`config.mk`:
```
export PLATFORM = sky130hd
export DESIGN_NAME = bcs_mul
export DESIGN_NICKNAME = d
export VERILOG_FILES = /design/src/hdl/bcs_pkg.sv /design/src/hdl/bcs_mul.sv
export SDC_FILE = /design/constraint.sdc
export NUM_CORES = 1
export LEC_CHECK = 0
export ABC_AREA = 1
export BUFFER_PORTS_ARGS = -buffer_cell sky130_fd_sc_hd__buf_2
export CORE_ASPECT_RATIO = 1.75
export CORE_MARGIN = 2
export CORE_UTILIZATION = 59
export CTS_BUF_LIST = sky130_fd_sc_hd__clkbuf_4 sky130_fd_sc_hd__clkbuf_8 sky130_fd_sc_hd__clkbuf_16
export CTS_CLUSTER_SIZE = 25
export DETAILED_ROUTE_END_ITERATION = 16
export GPL_TIMING_DRIVEN = 0
export PLACE_DENSITY = 0.8
export REMOVE_ABC_BUFFERS = 1
export SKIP_CTS_REPAIR_TIMING = 1
export SYNTH_ARGS = -nofsm -noshare
export SYNTH_HDL_FRONTEND = slang
export SYNTH_SLANG_ARGS = --single-unit
```
`constraint.sdc`:
```
create_clock -name clk -period 5.3 [get_ports clk]
set_input_delay 0.265 -clock clk [delete_from_list [all_inputs] [get_ports clk]]
set_output_delay 0.265 -clock clk [all_outputs]
set_load 0.02 [all_outputs]
```
`src/hdl/bcs_pkg.sv`:
```
// Package for the bilinear crop scaler.
// Holds beat types, register indexes and fixed widths; no dependencies.
`default_nettype none
package bcs_pkg;

	typedef struct packed {
		logic        mode;
		logic [15:0] load_address;
		logic [7:0]  load_value;
		logic [11:0] out_x;
		logic [11:0] out_y;
	} in_item_t;

	typedef struct packed {
		logic [7:0] chan0;
		logic [7:0] chan1;
		logic [7:0] chan2;
		logic       outside_source;
	} out_item_t;

	typedef struct packed {
		logic [12:0] source_width;
		logic [12:0] source_height;
		logic [11:0] crop_left;
		logic [11:0] crop_top;
		logic [27:0] x_step;
		logic [27:0] y_step;
		logic        color_mode;
	} cfg_t;

	localparam int CFG_IDX_W  = 3;
	localparam int CFG_DATA_W = 28;

	localparam logic [CFG_IDX_W-1:0] REG_SOURCE_WIDTH  = 3'd0;
	localparam logic [CFG_IDX_W-1:0] REG_SOURCE_HEIGHT = 3'd1;
	localparam logic [CFG_IDX_W-1:0] REG_CROP_LEFT     = 3'd2;
	localparam logic [CFG_IDX_W-1:0] REG_CROP_TOP      = 3'd3;
	localparam logic [CFG_IDX_W-1:0] REG_X_STEP        = 3'd4;
	localparam logic [CFG_IDX_W-1:0] REG_Y_STEP        = 3'd5;
	localparam logic [CFG_IDX_W-1:0] REG_COLOR_MODE    = 3'd6;

	localparam logic MODE_LOAD    = 1'b0;
	localparam logic MODE_REQUEST = 1'b1;

	localparam int MUL_A_W = 28;
	localparam int MUL_B_W = 17;
	localparam int MUL_P_W = MUL_A_W + MUL_B_W;

	localparam int POS_W = 28;

	localparam logic [MUL_B_W-1:0] FRAC_ONE = 17'h10000;

endpackage
`default_nettype wire

```
`src/hdl/bcs_mul.sv`:
```
// Shared multiplier with a registered product.
// Depends on bcs_pkg for the operand widths.
`default_nettype none
module bcs_mul
	import bcs_pkg::*;
(
	input  wire logic               clk,
	input  wire logic [MUL_A_W-1:0] op_a,
	input  wire logic [MUL_B_W-1:0] op_b,
	output logic      [MUL_P_W-1:0] prod
);

	logic [MUL_P_W-1:0] prod_q;

	always_ff @(posedge clk) begin
		prod_q <= MUL_P_W'(op_a) * MUL_P_W'(op_b);
	end

	assign prod = prod_q;

endmodule
`default_nettype wire

```
After elaboration in Yosys (flattened, before gate mapping)
Index checks and enable logic that the tools add are counted.
{ "totals": {"inputBits": 46, "reg_bits": 45, "output_inout_bits": 45} }
{ "classes": {"multipliers": 1} }
{ "op_table": {"columns": ["op", "count"], "rows": [
  ["$mul A28 B17 Y45", 1]
]} }

Longest topological paths before layout
{ "depth": {"word_depth": 1, "mapped_depth": 29, "depth_no_buf": 27} }

Least setup slack after synthesis
No wires, ideal clock.
{ "synth_timing": {"kind": "input to register", "from": "input port op_b[2]", "to": "register prod_q[39], in the netlist prod[39]", "setup_ns": 0.112, "t_arrival_ns": 5.205, "path_slack_ns": -0.017, "n_path_buf": 2, "stages": 27, "required_time_ns": 5.188, "path_cell_list": "clkbuf_1 clkbuf_1 nand2_1 fa_1 inv_1 fa_1 inv_1 fa_1 inv_1 fa_1 fa_1 inv_1 fa_1 inv_1 ha_1 nand2_1 inv_1 nand2_1 inv_1 nand2_1 nand2_1 inv_1 nor2_1 nor2_1 nand2_1 nand2_1 nand2_1"} }
{ "synth_between": {"elab_chain_len": 1} }
{ "synth_rtl": {"columns": ["element", "line", "text"], "rows": [
  ["start: declaration", "bcs_mul.sv:9", "input wire logic [MUL_B_W-1:0] op_b,"],
  ["$mul A28 B17 Y45", "bcs_mul.sv:16", "prod_q <= MUL_P_W'(op_a) * MUL_P_W'(op_b);"],
  ["end signal: assignment", "bcs_mul.sv:16", null],
  ["end: declaration", "bcs_mul.sv:13", "logic [MUL_P_W-1:0] prod_q;"]
]} }
Every way passes these cells.

Worst setup path after layout
{ "layout_timing": {"from": "input port op_b[13]", "to": "register prod_q[39], in the netlist prod[39]"} }
The elaborated chain is that of the path after synthesis.

==> reports/results.ini <==
[run_status]
outcome=completed

[timing]
slew_headroom=0.481
finalHoldViolCount=0
fin_ws_ps=185
drv_slew=0
rsz0062_at_grt=true
hold_ws_ps=373
period_share=0.965
fmax_ghz=0.196
tightest_slew_ps=779
finalSetupViolCount=0
min_period_ps=5110

[synth]
ys.flop_type=dfxtp_1
synth-simple-area-share=0.195
synth.distinct_cells=26
synth_cells=2371
ys_ff_latch=45
async_reset_ff_frac=0
synth_area_leaders=fa_1 (45%), inv_1 (17%), nand2_1 (16%)
synth_compound_area_frac=0.0161
synth_largest_area_cell=fa_1
synth_edf_count=0
synth_area_um2=17400
yosys_warnings=0
synth_top_family_by_area=adder cells
syn_area_per_cell_um2=7.33
synth_fa_ha_area_frac=0.534
synth_top_area_frac=0.448
yosysMostFrequentCell=inv_1
yosysSeqAreaShare=0.0518
synth.area.mux_share=0
yosys-top-cells-count=inv_1 (775), nand2_1 (734), fa_1 (389), ha_1 (119), clkbuf_1 (89)
yosys.area_share.xor_xnor=0.0131

[worst_setup_path]
worstPathMaxFanout=28
cp-end-kind=flip-flop
criticalPathCategory=primary input to flip-flop
crit_path_start_kind=primary input
arrival_ps=5300
crit_path_start=op_b[13]
cp.required_ps=5490

[detailed_routing]
wl_per_cell_um=17.3
viasPerCell=5.31
vias=14600
ant_nets=0
drt_pre_antenna_iters=8
drtIter0Drc=766
drc=0
routed_wl_mm=47.4

[cells_and_area]
fillers=2433
num-nets-final=2915
largest_reg_flops=45
num_antenna_cells=0
finalNonFillerCells=2744
area_growth_pct=6.29
layout-drive-gt1-share=0.0648

[die]
num_io_pins=91
die_y_um=231
core_um2=29200
die-area_um2=30900
initial_utilization=0.596
rows=83
chipWidth_um=134

[clock_network]
cts_root_buf=clkbuf_16
cts_sinks=45
cts_tree=yes
cts.clk_slew.worst_paths_ps=70
cts_buffers=5
clk_path_buf_depth=2
h-tree-depth=2

[grt]
grt_pass1_wl_mm=77.2
use_met2=0.607
grt_max_degree=29
grt.total_usage=0.325
grtUsageMet1=0.306
busiest_layer=met2
overflow=0
use_met3=0.0413
grt_antenna_before_repair=0
grt_pass1_vias=16400

[place]
dpl.cell_count=2736
port_buffers=90
place.gp.congestion=0.923
dpl_worst_slack_ps=-661
dpl.hpwl_mm=36.4

[hold_path]
hp-class=primary input to flip-flop
hold_start=op_a[0]

[job]
drv_cap=0

[cell families (layout without fill, tap and decap cells)]
kind of cell / Yosys count / in the layout
and+or+nand+nor: 856 / 856
buffers and inverters: 882 / 873
xor gates and xnor gates: 26 / 26
AOI/OAI and AO/OA: 54 / 54
adders and majority gates: 508 / 508
DFF: 45 / 45
[cell usage in the layout (no fill, tap or decap)]
cell	instances
nand2b_1	1
buf_12	6
nor2_4	4
or2_2	2
clkbuf_8	1
xnor2_1	8
buf_8	5
buf_6	22
xor2_1	18
clkbuf_16	5
a31oi_1	3
o21ai_0	17
nor4_1	1
nand2_1	731
and2_1	1
nor3_1	9
a21o_1	1
clkinvlp_4	1
fa_1	385
dfxtp_1	45
nor2_1	52
nor2_2	8
buf_4	5
fa_2	4
nand3_2	8
a21oi_2	4
ha_2	8
bufinv_16	1
buf_2	49
a21oi_1	28
nand2_2	15
inv_1	775
clkbuf_4	3
ha_4	2
o21bai_1	1
or2_1	1
nand3_1	23
ha_1	109
[per-stage QoR]
stage / instance area (um^2) / util / TNS (ps)
after floorplan: 17000 / - / 0
after global placement: 17900 / 0.614 / -13060
after detailed placement: 17900 / 0.614 / -14570
after CTS: 18100 / 0.620 / -5460
after global routing: 18500 / 0.633 / -22.3
final: 18500 / 0.633 / 0
[layer usage]
| metal | part of all wire | routed length (um) |
|---|---|---|
| met1 | 0.29 | 13600 |
| met2 | 0.54 | 25700 |
| met3 | 0.066 | 3130 |
| met4 | 0.10 | 4940 |
| met5 | 0 | 0 |
[cell type report]
cell class	count	area (um^2)	area share
Timing Repair Buffer	90	748	0.0405
Clock buffer	6	139	0.00752
Multi-Input combinational cell	1444	13300	0.718
Tap cell	382	478	0.0259
Sequential cell	45	901	0.0488
Clock inverter	2	37.5	0.00203
Inverter	775	2910	0.157
[worst max-delay path: stages]
cell	delay, ps
buf_6	280
nand2_1	120
fa_1	490
inv_1	60
fa_1	560
fa_1	460
fa_1	490
fa_1	500
inv_1	60
fa_2	650
inv_1	70
ha_2	390
nand2_1	110
nor2_2	190
nand2_1	100
nor2_1	90
nand2_1	70
nand3_2	110
nand2_1	100
nand3_1	80
nand2_1	50
[path summary, 6_finish.rpt]
path | slack, ps | end | cells past startpoint
setup / recovery | 190 | prod[39]$_DFF_P_ | 21
hold / removal | 370 | prod[0]$_DFF_P_ | 3
Power is left out: the tool's default activity adds up to more than one toggle a clock period on the data nets, which glitch-free logic cannot reach.
